### src/sv/dequ_pkg.sv
`timescale 1ns / 1ps
// ----------------------------------------------------------------------------
// dequ_pkg: shared definitions for the double-ended queue unit
// Operation codes, status codes and the controller-to-datapath command.
// ----------------------------------------------------------------------------
package dequ_pkg;

	// field widths fixed by the request format
	localparam int ModeW   = 3;
	localparam int ValueW  = 32;
	localparam int IndexW  = 6;
	localparam int DataW   = 32;
	localparam int StatusW = 2;
	localparam int CountW  = 7;

	// operation codes
	localparam logic [ModeW-1:0] MODE_PUSH_BACK  = 3'd0;
	localparam logic [ModeW-1:0] MODE_PUSH_FRONT = 3'd1;
	localparam logic [ModeW-1:0] MODE_POP_BACK   = 3'd2;
	localparam logic [ModeW-1:0] MODE_POP_FRONT  = 3'd3;
	localparam logic [ModeW-1:0] MODE_READ       = 3'd4;

	// status codes
	localparam logic [StatusW-1:0] ST_OK    = 2'd0;
	localparam logic [StatusW-1:0] ST_EMPTY = 2'd1;
	localparam logic [StatusW-1:0] ST_FULL  = 2'd2;

	// commands from the controller to the datapath
	typedef struct packed {
		logic accept;   // take the request on the ports this cycle
		logic respond;  // result is presented this cycle
	} dequ_cmd_t;

endpackage

### src/sv/dequ_ram.sv
`timescale 1ns / 1ps
// ----------------------------------------------------------------------------
// dequ_ram: generic single-port RAM
// One write or one read per cycle, read data registered.
// ----------------------------------------------------------------------------
module dequ_ram #(
	parameter int WIDTH = 32,
	parameter int DEPTH = 64
) (
	input  logic                     clk,
	input  logic                     we,
	input  logic                     re,
	input  logic [$clog2(DEPTH)-1:0] addr,
	input  logic [WIDTH-1:0]         wdata,
	output logic [WIDTH-1:0]         rdata
);

	logic [WIDTH-1:0] mem [DEPTH];

	// write takes priority, read data lands in the next cycle
	always_ff @(posedge clk) begin
		if (we) begin
			mem[addr] <= wdata;
		end else if (re) begin
			rdata <= mem[addr];
		end
	end

endmodule

### src/sv/dequ_datapath.sv
`timescale 1ns / 1ps
// ----------------------------------------------------------------------------
// dequ_datapath: pointers, slot arithmetic and element store
// Decodes the request, updates back position and count, drives the store.
// ----------------------------------------------------------------------------
module dequ_datapath
	import dequ_pkg::*;
#(
	parameter int DEPTH      = 64,
	parameter int ELEM_WIDTH = 32
) (
	input  logic                clk,
	input  logic                arst_n,
	input  dequ_cmd_t           cmd,
	input  logic [ModeW-1:0]    mode,
	input  logic [ValueW-1:0]   value,
	input  logic [IndexW-1:0]   index,
	output logic [DataW-1:0]    data,
	output logic [StatusW-1:0]  status,
	output logic [CountW-1:0]   count
);

	localparam int AW = (DEPTH > 1) ? $clog2(DEPTH) : 1;
	localparam int CW = $clog2(DEPTH + 1);
	localparam int WW = CW + IndexW;

	logic [AW-1:0]         back_q;
	logic [CW-1:0]         count_q;
	logic [StatusW-1:0]    status_q;
	logic                  rd_sel_q;

	logic                  full;
	logic                  empty;
	logic                  idx_ok;
	logic [AW-1:0]         back_dec;
	logic [AW-1:0]         back_inc;
	logic [AW-1:0]         offset;
	logic [AW:0]           slot_sum;
	logic [AW-1:0]         slot;
	logic [AW-1:0]         addr;
	logic                  we;
	logic                  re;
	logic [AW-1:0]         back_d;
	logic [CW-1:0]         count_d;
	logic [StatusW-1:0]    status_d;
	logic                  rd_sel_d;
	logic [ELEM_WIDTH-1:0] rdata;

	// occupancy checks
	assign full   = (count_q == CW'(DEPTH));
	assign empty  = (count_q == '0);
	assign idx_ok = (WW'(index) < WW'(count_q));

	// back pointer neighbors, wrapping at the store depth
	assign back_dec = (back_q == '0) ? AW'(DEPTH - 1) : back_q - AW'(1);
	assign back_inc = (back_q == AW'(DEPTH - 1)) ? '0 : back_q + AW'(1);

	// slot of element at offset from the back, one compare and subtract
	assign slot_sum = {1'b0, back_q} + {1'b0, offset};
	assign slot     = (slot_sum >= (AW+1)'(DEPTH)) ?
		AW'(slot_sum - (AW+1)'(DEPTH)) : AW'(slot_sum);

	// request decode
	always_comb begin
		offset   = '0;
		addr     = slot;
		we       = 1'b0;
		re       = 1'b0;
		back_d   = back_q;
		count_d  = count_q;
		status_d = ST_OK;
		rd_sel_d = 1'b0;
		unique case (mode)
			MODE_PUSH_BACK: begin
				addr = back_dec;
				if (full) begin
					status_d = ST_FULL;
				end else begin
					we      = 1'b1;
					back_d  = back_dec;
					count_d = count_q + CW'(1);
				end
			end
			MODE_PUSH_FRONT: begin
				offset = AW'(count_q);
				if (full) begin
					status_d = ST_FULL;
				end else begin
					we      = 1'b1;
					count_d = count_q + CW'(1);
				end
			end
			MODE_POP_BACK: begin
				addr = back_q;
				if (empty) begin
					status_d = ST_EMPTY;
				end else begin
					re       = 1'b1;
					rd_sel_d = 1'b1;
					back_d   = back_inc;
					count_d  = count_q - CW'(1);
				end
			end
			MODE_POP_FRONT: begin
				offset = AW'(count_q - CW'(1));
				if (empty) begin
					status_d = ST_EMPTY;
				end else begin
					re       = 1'b1;
					rd_sel_d = 1'b1;
					count_d  = count_q - CW'(1);
				end
			end
			MODE_READ: begin
				offset = AW'(index);
				if (!idx_ok) begin
					status_d = ST_EMPTY;
				end else begin
					re       = 1'b1;
					rd_sel_d = 1'b1;
				end
			end
			default: begin
			end
		endcase
	end

	// queue state
	always_ff @(posedge clk or negedge arst_n) begin
		if (!arst_n) begin
			back_q  <= '0;
			count_q <= '0;
		end else if (cmd.accept) begin
			back_q  <= back_d;
			count_q <= count_d;
		end
	end

	// result status held for the response cycle
	always_ff @(posedge clk) begin
		if (cmd.accept) begin
			status_q <= status_d;
			rd_sel_q <= rd_sel_d;
		end
	end

	// element store
	dequ_ram #(
		.WIDTH (ELEM_WIDTH),
		.DEPTH (DEPTH)
	) u_ram (
		.clk   (clk),
		.we    (cmd.accept & we),
		.re    (cmd.accept & re),
		.addr  (addr),
		.wdata (ELEM_WIDTH'(value)),
		.rdata (rdata)
	);

	// result ports, quiet outside the response cycle
	assign data   = (cmd.respond && rd_sel_q) ? DataW'(rdata) : '0;
	assign status = cmd.respond ? status_q : '0;
	assign count  = cmd.respond ? CountW'(count_q) : '0;

	a_count_bound: assert property (@(posedge clk) disable iff (!arst_n)
		count_q <= CW'(DEPTH))
		else $error("element count above depth");

	a_back_bound: assert property (@(posedge clk) disable iff (!arst_n)
		back_q <= AW'(DEPTH - 1))
		else $error("back position outside store");

	a_read_data_ok: assert property (@(posedge clk) disable iff (!arst_n)
		(cmd.respond && rd_sel_q) |-> (status_q == ST_OK))
		else $error("read data shown with an error status");

endmodule

### src/sv/dequ_ctrl.sv
`timescale 1ns / 1ps
// ----------------------------------------------------------------------------
// dequ_ctrl: request sequencer
// Accepts a request, then presents its result on the following cycle.
// ----------------------------------------------------------------------------
module dequ_ctrl
	import dequ_pkg::*;
(
	input  logic      clk,
	input  logic      arst_n,
	input  logic      start,
	output logic      busy,
	output logic      done,
	output dequ_cmd_t cmd
);

	localparam logic ST_IDLE = 1'b0;
	localparam logic ST_RESP = 1'b1;

	logic state_q;
	logic state_d;

	// next state
	always_comb begin
		state_d = state_q;
		unique case (state_q)
			ST_IDLE: begin
				if (start) begin
					state_d = ST_RESP;
				end
			end
			ST_RESP: begin
				state_d = ST_IDLE;
			end
			default: begin
				state_d = ST_IDLE;
			end
		endcase
	end

	always_ff @(posedge clk or negedge arst_n) begin
		if (!arst_n) begin
			state_q <= ST_IDLE;
		end else begin
			state_q <= state_d;
		end
	end

	// handshake and datapath commands
	assign busy        = (state_q != ST_IDLE);
	assign done        = (state_q == ST_RESP);
	assign cmd.accept  = start && !busy;
	assign cmd.respond = done;

	a_accept_then_done: assert property (@(posedge clk) disable iff (!arst_n)
		cmd.accept |=> done)
		else $error("accepted request without a result");

	a_single_done: assert property (@(posedge clk) disable iff (!arst_n)
		done |=> !done)
		else $error("result strobe longer than one cycle");

	a_done_follows_accept: assert property (@(posedge clk) disable iff (!arst_n)
		done |-> $past(cmd.accept))
		else $error("result without an accepted request");

endmodule

### src/sv/double_ended_queue_unit.sv
`timescale 1ns / 1ps
// ----------------------------------------------------------------------------
// double_ended_queue_unit: bounded double-ended queue
// Push and pop at either end, read by index from the back, circular store.
// ----------------------------------------------------------------------------
// A request is taken when start is high and busy is low. The store is written
// or read at the accepting edge, and the result (data, status, count) is shown
// with done high for exactly the next cycle, during which busy is high, so a
// new request is taken only after the previous result has been shown.
// The receiver cannot stall: a result must be captured while done is high.
// Status 1 marks a pop or read on empty queue or index out of range, status 2
// a push refused because the queue is full. Result ports read zero outside
// the done cycle. No clearing pass is needed after reset.
// ----------------------------------------------------------------------------
module double_ended_queue_unit
	import dequ_pkg::*;
#(
	parameter int DEPTH      = 64,
	parameter int ELEM_WIDTH = 32
) (
	input  logic               clk,
	input  logic               arst_n,
	input  logic               start,
	output logic               busy,
	input  logic [ModeW-1:0]   mode,
	input  logic [ValueW-1:0]  value,
	input  logic [IndexW-1:0]  index,
	output logic               done,
	output logic [DataW-1:0]   data,
	output logic [StatusW-1:0] status,
	output logic [CountW-1:0]  count
);

	dequ_cmd_t cmd;

	// sequencer
	dequ_ctrl u_ctrl (
		.clk    (clk),
		.arst_n (arst_n),
		.start  (start),
		.busy   (busy),
		.done   (done),
		.cmd    (cmd)
	);

	// pointers and store
	dequ_datapath #(
		.DEPTH      (DEPTH),
		.ELEM_WIDTH (ELEM_WIDTH)
	) u_datapath (
		.clk    (clk),
		.arst_n (arst_n),
		.cmd    (cmd),
		.mode   (mode),
		.value  (value),
		.index  (index),
		.data   (data),
		.status (status),
		.count  (count)
	);

endmodule

### config.mk
export PLATFORM = sky130hd
export DESIGN_NAME = double_ended_queue_unit
export DESIGN_NICKNAME = d
export VERILOG_FILES = /design/src/sv/dequ_pkg.sv /design/src/sv/dequ_ram.sv /design/src/sv/dequ_datapath.sv /design/src/sv/dequ_ctrl.sv /design/src/sv/double_ended_queue_unit.sv
export SDC_FILE = /design/constraint.sdc
export NUM_CORES = 2
export LEC_CHECK = 0
export BUFFER_PORTS_ARGS = -buffer_cell sky130_fd_sc_hd__buf_2
export CORE_UTILIZATION = 50
export DETAILED_ROUTE_END_ITERATION = 16
export HOLD_SLACK_MARGIN = 0.03
export MAX_ROUTING_LAYER = met4
export PLACE_DENSITY_LB_ADDON = 0.05
export SETUP_SLACK_MARGIN = 0.05
export SYNTH_ARGS = -nofsm -noshare
export SYNTH_HDL_FRONTEND = slang
export SYNTH_SLANG_ARGS = --single-unit
### constraint.sdc
create_clock -name clk -period 7.95 [get_ports clk]
set_input_delay 1.9875 -clock clk [delete_from_list [all_inputs] [get_ports clk]]
set_output_delay 1.9875 -clock clk [all_outputs]
set_load 0.005 [all_outputs]
# Yosys cells after proc, flatten, opt, wreduce, memory -nomap -nowiden
# Memory sizes are Yosys's and may differ from the RTL's. A register that Yosys moved wholly into a read port is not among the register bits.
# Index checks and enable logic that the tools add are counted.
# word_totals
regBits,17
n_memories,1
output_inout_bits,43
ramBits,2048
in_bits,44
# op_classes
reduce_logical,13
eq_ne,10
bitwise_logic,4
addsub,6
muxes,27
order_cmp,2
# memory_table
memory,words,width,rd,rd_clocked_by_memory_dff,write_ports,line,source
u_datapath.u_ram.mem,64,32,1,1,1,dequ_ram.sv:18,logic [WIDTH-1:0] mem [DEPTH];
# ops
op,count
$mux W32,1
$mux W6,5
$pmux W6 S2,2
$mux W7,3
$pmux W6 S3,1
$pmux W7 S2,1
$sub A6 B1 Y6 const B,2
$mux W1,9
$ne A2 B2 Y1 const B,4
$reduce_and A4 Y1,2
$add A6 B6 Y7,1
$add A7 B1 Y7 const B,1
$eq A7 B7 Y1 const B,1
$ge A7 B7 Y1 const B,1
$logic_not A7 Y1,1
$lt A6 B7 Y1,1
$sub A7 B1 Y7 const B,1
$add A6 B1 Y6 const B,1
$eq A3 B2 Y1 const B,2
$eq A6 B6 Y1 const B,1
$logic_not A6 Y1,1
$pmux W2 S3,1
$mux W2,2
$pmux W1 S2,2
10 further kinds,15

# Logic depth before layout (Yosys ltp)
# depth
depth_word,6
depth_mapped,18
depth_no_buf,14

# By module
# From an unflattened synthesis, not the netlist that was laid out.
# unflattened
hier_cells,4720
hier_area_um2,81256.7
# by_module_without_submodules
mod,cells_each,area_each_um2,instances
dequ_ram,4454,79268.5,1
dequ_datapath,261,1926.8,1
dequ_ctrl,5,61.3,1

# Least setup slack after synthesis
# Ideal clock, no wire load.
# synth_timing
path_kind,input to register
start,input index[1]
end,"register u_datapath.u_ram.rdata[0], read port of u_datapath.u_ram.mem (enable)"
n_path_buf,0
slack_ps,912
arrival_time_ps,6525
path_stages,8
path_cell_list,ha_1 a21o_1 a21o_1 a21o_1 a21o_1 a21oi_1 nor3b_1 nor4b_1
# synth_between
elab_chain_len,5
# synth_rtl
element,line,source
"start, declared",double_ended_queue_unit.sv:27,"input logic [IndexW-1:0] index,"
$pmux W6 S3 / $lt A6 B7 Y1 (equally long branches),"dequ_datapath.sv:73, dequ_datapath.sv:52",
$add A6 B6 Y7 / $mux W1 (equally long branches),"dequ_datapath.sv:59, dequ_datapath.sv:116",
$sub A6 B1 Y6 (tied with other cells),dequ_datapath.sv:61,AW'(slot_sum - (AW+1)'(DEPTH)) : AW'(slot_sum);
$mux W6 / $and A1 B1 Y1 (equally long branches),"dequ_datapath.sv:60, dequ_datapath.sv:154",
$pmux W6 S2 / $reduce_and A2 Y1 (equally long branches),n/a,
"end, declared",dequ_ram.sv:15,output logic [WIDTH-1:0] rdata
# Several ways; a longest one is shown, not always the timed one.
# A chain may end at the register's enable or synchronous reset.

# Worst setup path after layout
# layout_timing
start,input mode[1]
end,"register u_datapath.u_ram.rdata[12], read port of u_datapath.u_ram.mem, data pin"
# layout_between
elab_chain_len,6
# layout_rtl
element,line,source
"start, declared",double_ended_queue_unit.sv:25,"input logic [ModeW-1:0] mode,"
$eq A3 B3 Y1 (tied with other cells),dequ_datapath.sv:73,unique case (mode)
$pmux W6 S3 / $reduce_or A2 Y1 (equally long branches),n/a,
$add A6 B6 Y7 / $mux W1 (equally long branches),n/a,
$sub A6 B1 Y6 (tied with other cells),dequ_datapath.sv:61,
$mux W6 / $not A1 Y1 (equally long branches),n/a,
$pmux W6 S2 / $reduce_and A2 Y1 (equally long branches),n/a,
# Several ways; a longest one is shown, not always the timed one.

==> results.tsv <==
metric	value	unit
outcome	finished clean	
sw power	12.5	mW
maximum VDD drop	0.516	mV
worst flop-to-flop path startpoint	u_datapath.count_q[0]	
clock buffer depth	3	
post-CTS sizing	0	
drt total wl	240000	um
Initial Util	0.506	
grt ovf	0	
r2r endpoint	u_datapath.u_ram.rdata[12]	
Seq/Total Area, Yosys	0.762	
Total Routing Usage GR	0.294	
end of the worst hold path	u_datapath.count_q[6]	
Post-synth EDFFs	2083	
hold path cells	2	
first-pass GRT wire length	345000	um
first-pass detailed-route iteration total	6	
clk_lat worst skew	0.84	ns
vias in the first global route	47600	
Slew Viols, Final	0	
length in cells of the worst reg-to-reg path	16	
Cell Chain, Critical Path	buf_2 > nor2_1 > and2_1 > nand2_1 > o21ai_0 > fa_1 > xor2_1 > o21ai_0 > or2_2 > nand2_8 > buf_12 > buf_4 > o22ai_1 > nor4_1 > nor3_1 > or4_1	
Max-Cap Viols	0	
Worst Clk Skew	0.0311	ns
Post-Route M1 WL	105000	um
Worst Path Required	8.66	ns
Area Growth Syn to Fin	13.5	%
via count	50000	
IO Count	87	
port buffer count	86	
Die H	408	um
critical path class	in -> reg	
Sequential Power Share	0.372	
CP dominant cell by count	o21ai_0	
met2 WL	111000	um
CTS tree	built	
WL met3	16800	um
drt via density	6.02	
dominant synthesized flop cell	edfxtp_1	
fraction of registers with async set/reset	0.00668	
DR top layer	met4	
filler instances	12900	
RSZ-0062 raised after global routing	no	
critical path endpoint category	register	
DRC viols	0	
# hold bufs at CTS	0	
PD cells	361	mW/mm^2
Static Leak	31.6	nW
WP data arrival	7.04	ns
measured slew at the worst slew-check pin	1.24	ns
final hold viol count	0	
Tcrit/Tclk final	0.797	
core area	0.163	mm^2
min-delay worst type	reg -> reg	
TNS Setup	0	ns
CTS clk-pin slew, worst paths	0.06	ns
mean routed wirelength per cell	28.9	um
Post-Syn Instances	5765	
most common cell after layout, fill and taps aside	edfxtp_1	
final instance area	0.0937	mm^2
clock root cell	clkbuf_16	
hold wc startpoint	u_datapath.count_q[6]	
TritonCTS buffer count	214	
Comb power frac	0.347	
most frequent cells in the layout	edfxtp_1 (2083), nand2_1 (1289), a21oi_1 (642)	
die area	0.167	mm^2
dpl cell area	0.0871	mm^2
synth top area cells	edfxtp_1 (76%), nand2_1 (5.9%), mux2i_1 (4.6%)	
layout cell share with drive strength beyond 1	0.118	
maximum number of pins on one net before global-route repair	126	
layout net count	6000	
switch share	0.370	
area leader, netlist	edfxtp_1	
Yosys reg bits	2097	
Int Power	21.3	mW
Synth cell types	69	
Final ANT Viol Nets	0	
Synth top area share	0.758	
Mapped Avg Cell Area	14.3	um^2
Detail Placement HPWL	136000	um
Syn Std Cell Area	0.0826	mm^2
flop2flop setup slack	2.50	ns
Synth warnings	0	
Iteration-0 DRC Markers	6001	
post-CTS setup buffer count	0	
initial antenna violation count	11	
startpoint types	input pin	
Horiz. Die Dim	408	um
Final min period	6.33	ns
CP Max Fanout	44	
GPL Wtd Cong	0.856	
slowest CP cell	nor3_1	
f_max	158	MHz
slew margin rel.	0.175	
Rows	148	
Crit path largest cell delay	0.87	ns
Post-Syn Nets	5825	
Setup Viol. Count Final	0	
CTS sink count	2097	
Clock power frac	0.281	
H-tree levels	4	
[area by class of cell]
class / count / area (um^2) / area share
Inverter: 12 / 45.0 / 0.000481
Clock inverter: 127 / 915 / 0.00976
Clock buffer: 269 / 5650 / 0.0603
Antenna cell: 6 / 15.0 / 0.000160
Tap cell: 2175 / 2720 / 0.0290
Sequential cell: 2097 / 62900 / 0.671
Multi-Input combinational cell: 3288 / 18500 / 0.198
Timing Repair Buffer: 327 / 2920 / 0.0311
[state kept, by name (all words and copies together), names as in the netlist]
register,cells
u_ctrl.busy,1
u_datapath.back_q,6
u_datapath.count_q,7
u_datapath.rd_sel_q,1
u_datapath.status_q,2
u_datapath.u_ram.mem,2048
u_datapath.u_ram.rdata,32
[per-layer routing]
metal | GRT usage | vias up
met5 | - | -
met4 | 0.0932 | 0
met1 | 0.420 | 25500
met3 | 0.0387 | 322
met2 | 0.439 | 2069
li1 | - | 22100
[how the worst max path moves through the flow]
stage	start	end	slack [ns]	depth (start not counted)
global route	mode[1]	u_datapath.u_ram.rdata[15]	1.40	16
global placement	mode[1]	u_datapath.u_ram.rdata[12]	0.83	15
finish	mode[1]	u_datapath.u_ram.rdata[12]	1.62	16
detailed placement	mode[1]	u_datapath.u_ram.rdata[15]	0.80	16
floorplan	index[1]	u_datapath.u_ram.rdata[0]	0.91	8
CTS	mode[1]	u_datapath.u_ram.rdata[15]	1.73	16
[stage by stage]
| stage | setup slack (ns) | std cells | utilization | hold slack (ns) | power [mW] |
|---|---|---|---|---|---|
| final | 1.62 | 8301 | 0.574 | 0.634 | 33.9 |
| after detailed placement | 0.798 | 7899 | 0.533 | 0.630 | 24.6 |
| after global placement | 0.828 | 7899 | 0.533 | 0.619 | 24.5 |
| after floorplan | 0.912 | 5765 | - | 0.567 | 19.4 |
| after global routing | 1.40 | 8300 | 0.574 | 0.670 | 35.1 |
| after CTS | 1.73 | 8295 | 0.574 | 0.638 | 34.0 |
[Yosys cell counts, drive strengths merged (10+ instances only)]
| cell type | n |
|---|---|
| edfxtp | 2083 |
| nand2 | 1293 |
| a21oi | 642 |
| mux2i | 383 |
| clkbuf | 204 |
| o22ai | 189 |
| nor4 | 188 |
| buf | 164 |
| o21ai | 144 |
| nor3 | 102 |
| nor2 | 97 |
| and3 | 39 |
| a41oi | 31 |
| or4 | 31 |
| ha | 15 |
| xnor2 | 15 |
| dfrtp | 14 |
| nand3 | 14 |
| and2 | 12 |
| inv | 10 |
[worst max-delay path, delay by kind of cell]
| kind | cells | cell delay, ns |
|---|---|---|
| xor+xnor | 1 | 0.17 |
| buf+inv | 3 | 0.99 |
| fa+ha+maj | 1 | 0.43 |
| compound gates | 3 | 0.92 |
| simple gates | 8 | 2.45 |
[power by group through the flow]
stage / clock, mW / sequential [mW] / combinational (mW)
floorplan: 0 / 12.7 / 6.71
global placement: 0 / 12.8 / 11.7
detailed placement: 0 / 12.8 / 11.7
CTS: 9.65 / 12.6 / 11.8
global route: 10.1 / 12.6 / 12.5
finish: 9.52 / 12.6 / 11.8
[cells by family (layout without fill, tap and decap cells)]
group                    count (synthesis)  count (layout)  synth area share
multiplexers                           392             392            0.0483
other                                    0               6                 0
flip-flops                            2097            2097             0.762
AND/OR/NAND/NOR                       1808            1808            0.0941
AO/OA/AOI/OAI                         1053            1053            0.0700
adder cells (fa/ha/maj)                 16              16           0.00252
XOR/XNOR                                19              19           0.00202
buffers and inverters                  380             735            0.0212
No activity file was read; power rests on OpenSTA's default activity.
